==> src/rtl/poly_pkg.sv <==
// Shared types and constants for the Poly1305 authenticator core.
package poly_pkg;

   localparam int BLK_W   = 129;
   localparam int ACC_W   = 130;
   localparam int SUM_W   = 131;
   localparam int LIMB_W  = 26;
   localparam int HLIMB_W = 27;
   localparam int MLT_W   = 29;
   localparam int PROD_W  = 56;
   localparam int DSUM_W  = 59;
   localparam int T_W     = 166;
   localparam int NLIMB   = 5;

   localparam logic [127:0] R_CLAMP = 128'h0ffffffc0ffffffc0ffffffc0fffffff;

   localparam logic [1:0] CSR_R_LOW  = 2'd0;
   localparam logic [1:0] CSR_R_HIGH = 2'd1;
   localparam logic [1:0] CSR_S_LOW  = 2'd2;
   localparam logic [1:0] CSR_S_HIGH = 2'd3;

   typedef struct packed {
      logic [BLK_W-1:0] value;
      logic             last;
   } item_type;

   typedef struct packed {
      logic [127:0] r;
      logic [127:0] s;
   } key_type;

endpackage

==> src/rtl/poly_front.sv <==
// Front end: masks the message bytes and appends the pad bit.
module poly_front
   import poly_pkg::*;
(
   input  logic [63:0] block_low,
   input  logic [63:0] block_high,
   input  logic [4:0]  byte_count,
   input  logic        last_block,
   output item_type    item
);

   logic [4:0]       count;
   logic [127:0]     block;
   logic [127:0]     masked;
   logic [BLK_W-1:0] pad;

   always_comb begin
      count = byte_count[4] ? 5'd16 : byte_count;
      block = {block_high, block_low};
      for (int i = 0; i < 16; i++) begin
         masked[i*8 +: 8] = (5'(i) < count) ? block[i*8 +: 8] : 8'd0;
      end
      pad = BLK_W'(1) << {count, 3'b000};
      item.value = {1'b0, masked} | pad;
      item.last  = last_block;
   end

endmodule

==> config.mk <==
export PLATFORM = sky130hd
export DESIGN_NAME = poly_front
export DESIGN_NICKNAME = d
export VERILOG_FILES = /design/src/rtl/poly_pkg.sv /design/src/rtl/poly_front.sv
export SDC_FILE = /design/constraint.sdc
export NUM_CORES = 1
export LEC_CHECK = 0
export BUFFER_PORTS_ARGS = -buffer_cell sky130_fd_sc_hd__buf_4
export CORE_AREA = 10 10 94 96
export DETAILED_ROUTE_END_ITERATION = 6
export DIE_AREA = 0 0 104 106
export GPL_ROUTABILITY_DRIVEN = 0
export PLACE_DENSITY = 0.63
export SLEW_MARGIN = 15
export SYNTH_ARGS = -nofsm -noshare
export SYNTH_HDL_FRONTEND = slang
export SYNTH_SLANG_ARGS = --single-unit
export TNS_END_PERCENT = 100
==> constraint.sdc <==
create_clock -name vclk -period 1.75
set_input_delay 0.0875 -clock vclk [all_inputs]
set_output_delay 0.0875 -clock vclk [all_outputs]
set_load 0.01 [all_outputs]
Word-level counts from Yosys, hierarchy flattened
Index checks and enable logic that the tools add are counted.
{"block": "totals", "out_inout_bits": 130, "ff_bits": 0}
{"block": "op_classes", "n_shift": 1, "order_cmp": 16, "mux": 17, "bitwise_logic": 1}
{"op": "$or 128x129->129", "count": 1}
{"op": "$shl 1x8->129 const A", "count": 1}
{"op": "$mux 8", "count": 16}
{"op": "$lt 4x5->1 const A", "count": 8}
{"op": "$lt 3x5->1 const A", "count": 4}
{"op": "$lt 1x5->1 const A", "count": 2}
{"op": "$lt 2x5->1 const A", "count": 2}
{"op": "$mux 5", "count": 1}

Depth between registers and ports, before layout
Gate-level depths: netlist (run 1).
{"block": "logic_depth", "word_depth": 4, "ltp_mapped": 5}

Least setup slack after synthesis (run 1)
No wires, ideal clock.
{"block": "synth_timing", "path_type": "input to output", "startpoint": "in byte_count[3]", "endpoint": "out item[9] (netlist bit)", "setup_slack_ns": 0.641, "cell_stages": 3, "arrival_time_ns": 1.021, "n_path_buf": 0, "cell_sequence": "or3_4 > nor2_4 > mux2_2"}
{"element": "start: declaration", "line_no": "poly_front.sv:7", "rtl": "input logic [4:0] byte_count,"}
{"element": "end: declaration", "line_no": "poly_front.sv:9", "rtl": "output item_type item"}

==> results of run 1 <==
-- cells in the mapped netlist, types with 2 or more instances --
library cell	n	area, µm²
nand2_1	11	41.3
nor2b_1	69	432
a21oi_2	3	26.3
clkbuf_1	3	11.3
mux2_2	2	22.5
buf_2	7	35.0
nand2b_1	2	12.5
a21oi_1	7	35.0
inv_1	2	7.51
o31ai_1	3	22.5
and2_1	35	219
a22o_1	2	17.5
nor2b_2	7	61.3
nor2_1	14	52.6
nor3_1	3	15.0
o21ai_0	4	20.0
-- final timing paths --
check | start | end | slack (ps)
worst min-delay path | last_block | item[0] | 180
worst max-delay path | byte_count[3] | item[9] | 340
-- through the flow --
stage / utilization, % / cells / hold WS, ps / cell area, µm²
4_1_cts: 45.7 / 543 / 175 / 3230
3_5_place_dp: 45.7 / 543 / 175 / 3230
6_report: 45.7 / 543 / 175 / 3230
2_1_floorplan: - / 190 / 267 / 1170
3_3_place_gp: 45.7 / 543 / 175 / 3230
5_1_grt: 45.7 / 543 / 175 / 3230
-- report_power, final --
part	switching (mW)	internal, mW	leakage, nW	total (mW)
logic	0.372	0.528	1.73	0.901
registers	0	0	0	0
clock network	0	0	0	0
-- routing by layer --
metal | global-route usage [%] | part of all wire (%) | vias up
li1 | - | - | 1110
met1 | 16.3 | 36 | 948
met2 | 29.5 | 53 | 135
met3 | 5.37 | 9.7 | 2
met4 | 0.596 | 0.46 | 0
met5 | 0 | 0 | -
-- cells by family (layout without fill, tap and decap cells) --
family / Yosys count / count (layout) / share of synthesized area (%)
AOI/OAI and AO/OA: 25 / 25 / 15.3
muxes: 2 / 2 / 1.92
buffers and inverters: 14 / 268 / 6.20
and+or+nand+nor: 149 / 149 / 76.6
-- final cells by class --
class	count	share of cell area [%]
inverters	2	0.233
multi-input cells	176	34.0
well taps	99	3.84
repair buffers	266	61.9
-- layout by cell type (no fill, tap or decap), types with 3 or more instances in the layout --
master,n
buf_4,266
nor2b_1,69
and2_1,35
nor2_1,14
nand2_1,11
nor2b_2,7
a21oi_1,7
o21ai_0,4
nor3_1,3
a21oi_2,3
o31ai_1,3
-- worst max-delay path, stage by stage --
cell and delay, ps:
buf_4 170, or3_4 470, nor2_4 110, mux2_2 340, buf_4 150
==> results.yml, run 1 <==
layout:
  drive_gt1_share_pct: 63.7
  syn_to_final_growth_pct: 176
  insertedDiodeCount: 0
  multi_input_area_um2: 1100
  nFillCells: 737
  clkbuf_count: 0
  finalNetCount: 580
  design.seq.count: 0
  layout.area.seq_um2: 0
timing:
  post-route-period-util_pct: 80.7
  hold_violations: 0
  clock.fmax_mhz: 708
  relSlewSlack_pct: 61.4
  min_period_ps: 1410
  finalWorstSetupSlack_ps: 338
  rsz0062_at_grt: "false"
  setup_viol: 0
  max_slew.worst_pin.slew_ps: 578
  setup-tns-final_ps: 0
  finalMaxSlewViolations: 0
global_route:
  gr-total-overflow: 0
  antenna_found_initial: 0
  grt_max_degree: 24
  grt_pass1_vias: 2258
  track_usage_pct: 15.3
  grt_pass1_wl_mm: 13.8
worst_hold_path:
  hp-class: "in2out"
  whs_path_depth: 0
yosys:
  synth.yosys.seq_area_share_pct: 0
  syn-cell-area_um2: 1170
  syn-num-nets: 324
  synth_warnings: 0
  syn_avg_cell_area_um2: 6.16
  synthCells: 190
  post_synth_num_cell_types: 32
clocking:
  cts_resized: 0
  post_cts_buffers: 0
  cts_hold_buf: 0
floorplan:
  die_w_um: 104
  core.rowCount: 31
  core_area_um2: 7060
  fp.dieH_um: 106
  initial_core_util_pct: 16.6
  dieArea_um2: 11000
  pin_count: 264
critical_path:
  cp.arrival_ps: 1320
  required_ps: 1660
  path_max_fanout: 15
  cp-start-kind: "input pin"
  endpoint_kind: "output pin"
  crit_type: "in2out"
drt:
  drt-total-wl_mm: 9.41
  wl_per_cell_um: 17.3
  vias: 2195
  drt_first_pass_iters: 4
  drt_iter0_drc: 47
  drc: 0
  ant_nets: 0
  via_per_inst: 4.04
flow_run:
  maxCapViolCount: 0
power:
  power_density_nw_per_um2: 279
  p_leak_nw: 1.73
  power_mw: 0.901
  vdd_drop_max_mv: 0.123
status:
  status: "finished clean"
placement:
  dpl_worst_slack_ps: 334
  port_buffers: 262
  dp_hpwl_mm: 8.63
No activity file was read; power rests on OpenSTA's default activity.
==> run 2, diff against run 1 <==
- CORE_AREA: 10 10 94 96 -> 10 10 95 97
- DIE_AREA: 0 0 104 106 -> 0 0 105 107
- PLACE_DENSITY: 0.63 -> 0.62
- clock period: 1.75 -> 1.3 ns (I/O delays scaled with it)
==> run 2 against run 1 <==
Critical path depth did not move. Setup slack lost 290 ps. Non-clock buffer count up 15. First-iteration DRC count rose by 26%. Sequential share of layout area unchanged. Combinational power increased by 38%. Final area up 3.7%. Count of clock-buffer cells in the layout unchanged. Highest routed layer unchanged.
==> results.yml, run 2 (synthesized netlist as in run 1, its figures left out) <==
status:
  status: "finished clean"
drt:
  drt-total-wl_mm: 9.60
  wl_met3_mm: 1.23
  highest_layer: "met4"
  vias: 2279
  wl_met2_mm: 4.78
  drc: 0
  via_per_inst: 4.08
  wl_per_cell_um: 17.2
  drt_first_pass_iters: 4
  ant_nets: 0
  met1_length_mm: 3.56
  drt_iter0_drc: 59
power:
  swShare_pct: 40.3
  vdd_drop_max_mv: 0.162
  seqPwrFrac_pct: 0
  power.switching_mw: 0.501
  power_density_nw_per_um2: 372
  p_leak_nw: 1.81
  clockPowerShare_pct: 0
  internal_power_mw: 0.743
  pwr-share-comb_pct: 100.0
placement:
  placed_cell_area_um2: 3340
  dp_hpwl_mm: 8.88
  port_buffers: 262
timing:
  setup-tns-final_ps: 0
  finalMaxSlewViolations: 0
  setup_viol: 0
  max_slew.worst_pin.slew_ps: 308
  min_period_ps: 1250
  post-route-period-util_pct: 96.1
  clock.fmax_mhz: 801
  rsz0062_at_grt: "false"
  hold_violations: 0
  relSlewSlack_pct: 79.4
layout:
  final_cell_mix: "281 x buf_4, 69 x nor2b_1, 35 x and2_1"
  mostFrequentLayoutCell: "buf_4"
  drive_gt1_share_pct: 65.4
  layout.area.seq_um2: 0
  clkbuf_count: 0
  design_area_um2: 3350
  finalNetCount: 595
  insertedDiodeCount: 0
  design.seq.count: 0
  syn_to_final_growth_pct: 186
critical_path:
  path_max_fanout: 3
  cp.arrival_ps: 1180
  cp-start-kind: "input pin"
  critPathLaunch: "byte_count[3]"
  crit_type: "in2out"
  endpoint_kind: "output pin"
  required_ps: 1240
worst_hold_path:
  whs_path_depth: 0
  min_from: "last_block"
  hp-class: "in2out"
  hold_end: "item[0]"
floorplan:
  fp.dieH_um: 107
  pin_count: 264
  die_w_um: 105
  initial_core_util_pct: 16.4
  dieArea_um2: 11200
  core.rowCount: 31
  core_area_um2: 7140
global_route:
  grt_max_degree: 22
  track_usage_pct: 15.2
  antenna_found_initial: 0
  gr-total-overflow: 0
  grt_pass1_wl_mm: 14.1
  grt_pass1_vias: 2422
flow_run:
  maxCapViolCount: 0
clocking:
  cts_hold_buf: 0
==> run 2: cell count changes in the layout (fill, tap and decap cells not counted), sizes merged <==
cell  change
buf      +15
==> run 2: metrics by stage <==
stage | power (mW) | instances | hold WS (ps) | util, % | setup slack [ps]
after floorplan | 0.449 | 190 | 222 | - | 236
after global placement | 1.26 | 558 | 130 | 46.8 | 52.4
after detailed placement | 1.26 | 558 | 130 | 46.8 | 43.6
after CTS | 1.27 | 558 | 130 | 46.8 | 43.2
after global routing | 1.35 | 558 | 130 | 46.9 | 7.10
final | 1.24 | 558 | 130 | 46.9 | 51.2
==> run 2: layout make-up <==
cell class,instances,area (µm²)
tap,99,124
multi-input combinational,176,1100
inverter,2,7.51
timing repair buffer,281,2110
fill,743,3790
==> run 2: critical path: stages <==
cell and delay, ps:
buf_4 110, or3_4 420, nor2_4 100, mux2_2 330, buf_4 150
==> run 2: power by group through the flow <==
| stage | Combinational, mW | Clock [mW] | Sequential (mW) |
|---|---|---|---|
| floorplan | 0.449 | 0 | 0 |
| global placement | 1.26 | 0 | 0 |
| detailed placement | 1.26 | 0 | 0 |
| CTS | 1.27 | 0 | 0 |
| global route | 1.35 | 0 | 0 |
| finish | 1.24 | 0 | 0 |
==> run 2: how the worst max path moves through the flow <==
stage,end,depth (start not counted)
floorplan,item[9],3
CTS,item[9],5
detailed placement,item[9],5
global placement,item[9],5
finish,item[9],5
global route,item[9],5
==> run 2: layer usage <==
metal	up-vias	global-route usage [%]
li1	1140	-
met2	170	28.0
met3	4	6.89
met1	965	16.1
met4	0	1.08
met5	-	0
==> run 2: timing repair <==
action	4_1_cts	5_1_grt
resized for setup	0	2
endpoints found under the setup margin	0	16
buffers inserted	0	0
