File: src/rtl/poly_pkg.sv
// Shared types and constants for the Poly1305 authenticator core.
package poly_pkg;

   localparam int BLK_W   = 129;
   localparam int ACC_W   = 130;
   localparam int SUM_W   = 131;
   localparam int LIMB_W  = 26;
   localparam int HLIMB_W = 27;
   localparam int MLT_W   = 29;
   localparam int PROD_W  = 56;
   localparam int DSUM_W  = 59;
   localparam int T_W     = 166;
   localparam int NLIMB   = 5;

   localparam logic [127:0] R_CLAMP = 128'h0ffffffc0ffffffc0ffffffc0fffffff;

   localparam logic [1:0] CSR_R_LOW  = 2'd0;
   localparam logic [1:0] CSR_R_HIGH = 2'd1;
   localparam logic [1:0] CSR_S_LOW  = 2'd2;
   localparam logic [1:0] CSR_S_HIGH = 2'd3;

   typedef struct packed {
      logic [BLK_W-1:0] value;
      logic             last;
   } item_type;

   typedef struct packed {
      logic [127:0] r;
      logic [127:0] s;
   } key_type;

endpackage

File: src/rtl/poly_fifo.sv
// Two-entry queue between the front end and the arithmetic back end.
module poly_fifo
   import poly_pkg::*;
(
   input  logic     clock,
   input  logic     reset,
   input  logic     wr_valid,
   output logic     wr_ready,
   input  item_type wr_item,
   output logic     rd_valid,
   input  logic     rd_ready,
   output item_type rd_item
);

   item_type   entry_ff [2];
   logic       wr_ptr_ff;
   logic       rd_ptr_ff;
   logic [1:0] count_ff;
   logic       push;
   logic       pop;

   assign wr_ready = (count_ff != 2'd2);
   assign rd_valid = (count_ff != 2'd0);
   assign rd_item  = entry_ff[rd_ptr_ff];
   assign push     = wr_valid && wr_ready;
   assign pop      = rd_valid && rd_ready;

   always_ff @(posedge clock) begin
      if (push) begin
         entry_ff[wr_ptr_ff] <= wr_item;
      end
      if (reset) begin
         wr_ptr_ff <= 1'b0;
         rd_ptr_ff <= 1'b0;
         count_ff  <= 2'd0;
      end else begin
         if (push) wr_ptr_ff <= ~wr_ptr_ff;
         if (pop) rd_ptr_ff <= ~rd_ptr_ff;
         count_ff <= count_ff + 2'(push) - 2'(pop);
      end
   end

endmodule

File: config.mk
export PLATFORM = sky130hd
export DESIGN_NAME = poly_fifo
export DESIGN_NICKNAME = d
export VERILOG_FILES = /design/src/rtl/poly_pkg.sv /design/src/rtl/poly_fifo.sv
export SDC_FILE = /design/constraint.sdc
export NUM_CORES = 1
export LEC_CHECK = 0
export ABC_AREA = 1
export BUFFER_PORTS_ARGS = -buffer_cell sky130_fd_sc_hd__buf_2
export CAP_MARGIN = 15
export CORE_UTILIZATION = 56
export DETAILED_ROUTE_END_ITERATION = 7
export PLACE_DENSITY = 0.85
export SKIP_CTS_REPAIR_TIMING = 1
export SLEW_MARGIN = 10
export SYNTH_ARGS = -nofsm -noshare
export SYNTH_HDL_FRONTEND = slang
export SYNTH_SLANG_ARGS = --single-unit
File: constraint.sdc
create_clock -name clock -period 14.5 [get_ports clock]
set_clock_uncertainty 0.15 [all_clocks]
set_input_delay 3.625 -clock clock [delete_from_list [all_inputs] [get_ports clock]]
set_output_delay 3.625 -clock clock [all_outputs]
set_load 0.02 [all_outputs]
# Word-level counts from Yosys, hierarchy flattened
# Memories as Yosys holds them, arrays and structs flattened. A register that Yosys moved wholly into a read port is not among the register bits.
# Index checks and enable logic that the tools add are counted.
# op_classes
add_sub_neg	2
eq_ne	1
mux	4
n_bitwise	2
n_reduce_logical	3
# op_table
operator	count
$mux 1	4
$add 2x1->2	1
$logic_and 1x1->1	2
$ne 2x2->1 const B	1
$not 1->1	2
$reduce_bool 2->1	1
$sub 2x1->2	1
# word_totals
register_bits	4
ramBits	260
input_bits	134
memories	1
# mem_list
name	depth	width	rd	rd_ports_with_merged_regs	write_ports	line_no	rtl
entry_ff	2	130	1	1	1	poly_fifo.sv:15	item_type entry_ff [2];

# Depth between registers and ports, before layout
# Gate-level depths: netlist of the first run.
# logic_depth
word_depth	4
depth_mapped	11

# Least setup slack after synthesis of the first run
# Ideal clock, no wire load.
# synth_timing
kind	input to register
from	input wr_valid
to	memory entry_ff[0][0] (netlist name), enable pin
arrival_time_ns	9.104
t_required_ns	13.729
setup_slack_ns	4.625
path_stages	2
path_buffers	0
cell_sequence	nand2_1 > nor2_1
# synth_via
elab_chain_len	3
# synth_rtl
element	line_no	rtl
start: declaration	poly_fifo.sv:7	input logic wr_valid,
$logic_and 1x1->1	poly_fifo.sv:25	assign push = wr_valid && wr_ready;
$mux 1	poly_fifo.sv:29	if (push) begin
$mux 1 (implied by the code)	poly_fifo.sv:30	entry_ff[wr_ptr_ff] <= wr_item;
end: declaration	poly_fifo.sv:15	
# No other way between the ends.

==> results.yml, run 1 <==
run_status:
  status: "finished clean"
global_route:
  grt_use_total_pct: 19.8
  grt_pass1_wl_um: 27100
  grt_pass1_vias: 5203
  antenna_found_initial: 1
  grt-ovfl-total: 0
  grt_max_degree: 70
final_layout:
  finalInstanceArea_um2: 11900
  fill_cells: 1039
  finalNetCount: 859
  area_growth_pct: 23.8
  drive_gt1_share_pct: 59.0
synth:
  synth_area_leaders: "edfxtp_1 81%, mux2_2 15%, buf_6 1.2%"
  syn_area_per_cell_um2: 21.9
  syn_area_um2: 9650
  yosysUniqueCellTypes: 12
  syn-num-nets: 577
  synth-seq-cells: 265
  synth.largest_area_cell: "edfxtp_1"
  yosysWarnings: 0
  synth_top_area_share_pct: 80.9
  synth_cells: 441
  yosysSeqAreaShare_pct: 81.9
placement:
  numPortBuffers: 265
  place_area_um2: 11200
  routabilityCongestion: 0.787
  post-dp-hpwl_um: 12000
pwr:
  pwr-share-clk_pct: 28.5
  p_sw_mw: 0.628
  combPwrFrac_pct: 24.4
  pwr-share-seq_pct: 47.1
  internal-power_mw: 1.53
  powerDensity_nw_per_um2: 180
  peakVddDrop_mv: 0.130
  power.leakage_nw: 4.49
  netSwitchingFraction_pct: 29.1
floorplan:
  coreArea_um2: 16700
  pin_count: 266
  die_y_um: 133
  row_count: 47
  die_w_um: 133
  fp.dieArea_um2: 17800
  initial_core_util_pct: 57.8
worst_hold_path:
  hold_class: "reg -> reg"
  hp-start: "rd_ptr_ff"
  whs_path_depth: 2
  worstHoldEndpoint: "rd_ptr_ff"
timing:
  finalHoldViolCount: 0
  final.setup.tns_ps: 0
  maxSlewHeadroom_pct: 38.4
  grt_setup_unrepaired: "no"
  fmax_mhz: 150
  final.min_clock_period_ps: 6650
  setup_viol: 0
  worst_pin_slew_ps: 923
  slew_viol_final: 0
  finalCritPeriodShare_pct: 45.9
setup_path:
  crit_type: "reg -> out"
  cp_data_required_time_ps: 10720
  end_kind: "primary output"
  rr_worst_depth: 6
  r2r_start: "count_ff[0]"
  r2r-end: "entry_ff[0][84]"
  startpoint_type: "register"
  regToRegSetupSlack_ps: 11500
  path_max_fanout: 67
  worstPathArrival_ps: 2870
clock_network:
  clock_path_buffers: 3
  cts.sinks: 265
  cts_root_buffer: "clkbuf_16"
  cts_made_buffers: 25
  cts.clk_slew.worst_paths_ps: 60
  cts.htree.levels: 1
  cts_tree: "built"
  clkLatencyLatePin_ps: 510
drt:
  routed_wl_um: 18000
  wire_per_inst_um: 18.7
  route.antenna.remaining_nets: 0
  routed_via_density: 5.20
  post-route-drc-count: 0
  drtIter0Drc: 262
  num_vias: 5016
  dr.pass1.iters: 4
job:
  cap_violations: 0
[critical path: stages, from the launching register on]
cell and delay [ps]:
dfxtp_4 880, buf_4 770, mux2_2 430, buf_2 170
[cell type report]
class | instances | area (um^2) | area share, %
flip-flops and latches | 265 | 7910 | 66.2
multi-input cells | 154 | 1590 | 13.3
repair buffers | 269 | 1360 | 11.4
clock buffers | 35 | 693 | 5.80
well taps | 220 | 275 | 2.30
clock inverters | 11 | 86.3 | 0.723
inverters | 8 | 32.5 | 0.272
diodes | 2 | 5.00 | 0.0419
[sequential cells by signal, indices dropped and copies added (netlist names), named ones only]
signal     count
count_ff       2
wr_ptr_ff      1
rd_ptr_ff      1
entry_ff     260
[power groups by stage]
stage,combinational (mW),sequential (mW),clock (mW)
final,0.526,1.02,0.613
after detailed placement,0.528,1.03,0
after CTS,0.533,1.02,0.624
after global placement,0.514,1.02,0
after floorplan,0.387,1.02,0
after global routing,0.557,1.03,0.649
[placed cells by master, fill, tap and decap left out, types with 2 or more instances in the layout]
master / count
buf_2: 265
edfxtp_1: 260
mux2_2: 130
clkbuf_16: 25
nor2_1: 8
nand2_1: 8
inv_1: 7
clkbuf_1: 7
clkinv_2: 4
dfxtp_1: 4
buf_4: 4
nand3_1: 3
clkinv_1: 3
clkbuf_8: 3
diode_2: 2
a21oi_1: 2
ha_1: 2
inv_6: 2
[worst max path at each step]
stage               startpoint              end  slack (ps)  cells past startpoint
global route          register      rd_item[82]        7700                      3
CTS                   register      rd_item[90]        7820                      3
detailed placement    wr_valid  entry_ff[0][16]        8350                      5
global placement      register      rd_item[90]        8420                      3
floorplan             wr_valid   entry_ff[0][0]        4630                      2
finish                register      rd_item[90]        7850                      3
[synthesized netlist by cell type]
library cell / n
edfxtp_1: 260
mux2_2: 130
buf_6: 10
nor2_1: 9
inv_1: 8
nand2_1: 8
dfxtp_1: 5
buf_2: 3
nand3_1: 3
a21oi_1: 2
ha_1: 2
buf_4: 1
[kinds of logic after synthesis]
| family | Yosys count | synth area share, % |
|---|---|---|
| compound gates | 2 | 0.104 |
| flops | 265 | 81.9 |
| fa+ha+maj | 2 | 0.259 |
| simple gates | 20 | 0.817 |
| buf+inv | 22 | 1.71 |
| mux | 130 | 15.2 |
[metrics by stage]
step / hold WS (ps) / setup slack [ps] / std cells / power, mW / utilization, %
global route: 438 / 7700 / 963 / 2.23 / 71.5
detailed placement: 353 / 8350 / 916 / 1.56 / 66.8
finish: 366 / 7850 / 964 / 2.15 / 71.5
CTS: 370 / 7820 / 962 / 2.17 / 71.5
floorplan: 317 / 4630 / 441 / 1.41 / -
global placement: 343 / 8420 / 916 / 1.54 / 66.8
[layer usage]
metal | wire length, um | share of wire (%) | global-route usage (%) | up-vias
met5 | 0 | 0 | 0 | -
met4 | 538 | 3.0 | 7.51 | 0
met3 | 1600 | 8.9 | 5.59 | 46
met2 | 9140 | 51 | 34.9 | 227
met1 | 6720 | 37 | 23.1 | 2434
li1 | - | - | - | 2309
Power figures use the tool's default switching activity.
==> run 2: changes to the inputs <==
--- a/config.mk
+++ b/config.mk
@@ -8,9 +8,9 @@
 export ABC_AREA = 1
 export BUFFER_PORTS_ARGS = -buffer_cell sky130_fd_sc_hd__buf_2
 export CAP_MARGIN = 15
-export CORE_UTILIZATION = 56
+export CORE_UTILIZATION = 52
 export DETAILED_ROUTE_END_ITERATION = 7
-export PLACE_DENSITY = 0.85
+export PLACE_DENSITY = 0.79
 export SKIP_CTS_REPAIR_TIMING = 1
 export SLEW_MARGIN = 10
 export SYNTH_ARGS = -nofsm -noshare
==> constraint.sdc (replaced) <==
create_clock -name clock -period 6.4 [get_ports clock]
set_clock_uncertainty 0.15 [all_clocks]
set_input_delay 1.6 -clock clock [delete_from_list [all_inputs] [get_ports clock]]
set_output_delay 1.6 -clock clock [all_outputs]
set_load 0.02 [all_outputs]
==> run 2 against run 1 <==
Final area increased by 1.7%; final cell count grew 1.2%; critical endpoint is now rd_item[83]; clock power grew to 2.7 times the previous value; critical path depth stayed put; the run now ends with DRC left.
==> results.yml, run 2 (same netlist as run 1, synthesis figures left out) <==
floorplan:
  initial_core_util_pct: 53.4
  die_y_um: 138
  coreArea_um2: 18100
  fp.dieArea_um2: 19100
  pin_count: 266
  row_count: 49
  die_w_um: 138
setup_path:
  startpoint_type: "register"
  slowest_stage: "dfxtp_4"
  cp_data_required_time_ps: 4650
  end_kind: "primary output"
  crit_end: "rd_item[83]"
  rr_worst_depth: 5
  r2r-end: "entry_ff[0][27]"
  worstPathArrival_ps: 2530
  crit_path_cell_trace: "buf_4 -> mux2_2 -> buf_2"
  r2r_start: "count_ff[0]"
  slowest_delay_ps: 820
  path_max_fanout: 56
  regToRegSetupSlack_ps: 3710
  crit_type: "reg -> out"
pwr:
  p_sw_mw: 1.44
  power.leakage_nw: 4.59
  powerDensity_nw_per_um2: 425
  peakVddDrop_mv: 0.287
  pwr-share-clk_pct: 32.3
  combPwrFrac_pct: 23.3
  netSwitchingFraction_pct: 28.0
  pwr-share-seq_pct: 44.4
  internal-power_mw: 3.72
timing:
  final.setup.tns_ps: 0
  grt_setup_unrepaired: "no"
  maxSlewHeadroom_pct: 40.0
  finalHoldViolCount: 0
  setup_viol: 0
  worst_pin_slew_ps: 898
  worst_slack_ps: 2120
  slew_viol_final: 0
  fmax_mhz: 234
  final.min_clock_period_ps: 4280
  finalCritPeriodShare_pct: 66.8
clock_network:
  cts.htree.levels: 1
  clock_path_buffers: 3
  cts_made_buffers: 27
  cts_root_buffer: "clkbuf_16"
  cts.sinks: 265
  clkLatencyLatePin_ps: 520
  cts.clk_slew.worst_paths_ps: 60
  cts_tree: "built"
drt:
  routed_wl_um: 18300
  drtIter0Drc: 214
  post-route-drc-count: 40
  dr.pass1.iters: 6
  routed_via_density: 5.11
  route.antenna.remaining_nets: 0
  num_vias: 4990
  wire_per_inst_um: 18.7
global_route:
  antenna_found_initial: 0
  grt_pass1_wl_um: 28600
  grt_most_used_layer: "met2"
  grt_util_met1_pct: 21.5
  grt_pass1_vias: 5498
  grt-ovfl-total: 0
  grt_use_total_pct: 19.2
  grt_max_degree: 57
  grtUsageMet3_pct: 5.58
  grt_util_met2_pct: 35.4
worst_hold_path:
  hp-start: "rd_ptr_ff"
  hold_class: "reg -> reg"
final_layout:
  largest_reg_flops: 260
  area_growth_pct: 25.9
  mostFrequentLayoutCell: "buf_2"
  largest-register: "entry_ff"
  top_regs: "entry_ff: 260 flops, count_ff: 2 flops"
  drive_gt1_share_pct: 59.6
  multi_input_area_um2: 1590
  fill_cells: 1216
  n_antenna_cell: 0
  regArea_um2: 7910
  finalNetCount: 864
  layout_common_cells: "265 x buf_2, 260 x edfxtp_1, 130 x mux2_2"
run_status:
  status: "finished, violations left"
  violations: "DRC"
placement:
  post-dp-hpwl_um: 12000
  dp_slack_ps: 2540
  numPortBuffers: 265
  routabilityCongestion: 0.796
job:
  cap_violations: 0
run 2: cell type report:
cell class | instances | share of cell area [%]
Clock buffer | 31 | 5.68
Clock inverter | 17 | 2.18
Inverter | 8 | 0.268
Multi-Input combinational cell | 154 | 13.0
Sequential cell | 265 | 65.1
Tap cell | 229 | 2.36
Timing Repair Buffer | 272 | 11.3
run 2: how the worst min path moves through the flow:
stage,depth (start not counted),endpoint
after floorplan,2,register
after global placement,2,rd_ptr_ff
after detailed placement,2,register
after CTS,2,register
after global routing,2,register
final,2,register
run 2: metal layers:
| layer | wire length [um] | share of wire [%] | up-vias |
|---|---|---|---|
| met1 | 6690 | 37 | 2438 |
| met4 | 422 | 2.3 | 0 |
| met2 | 9600 | 52 | 207 |
| met3 | 1590 | 8.7 | 34 |
| met5 | 0 | 0 | - |
| li1 | - | - | 2311 |
run 2: power by group through the flow:
stage | sequential [mW] | combinational [mW] | clock, mW
2_1_floorplan | 2.30 | 0.878 | 0
3_3_place_gp | 2.31 | 1.18 | 0
3_5_place_dp | 2.33 | 1.21 | 0
4_1_cts | 2.30 | 1.22 | 1.70
5_1_grt | 2.32 | 1.28 | 1.77
6_report | 2.29 | 1.20 | 1.67
run 2: metrics by stage:
stage	hold slack, ps	instances	power, mW	utilization (%)	cell area [um^2]
global placement	341	928	3.49	61.9	11200
finish	375	976	5.16	67.2	12200
floorplan	317	441	3.17	-	9650
global route	393	976	5.37	67.2	12200
detailed placement	365	928	3.54	61.9	11200
CTS	379	976	5.22	67.2	12200
run 2: critical path: cells and delay by family, from the launching register on:
kind                   cells  cell delay (ps)
multiplexers               1              410
buffers and inverters      2              710
flip-flops                 1              820
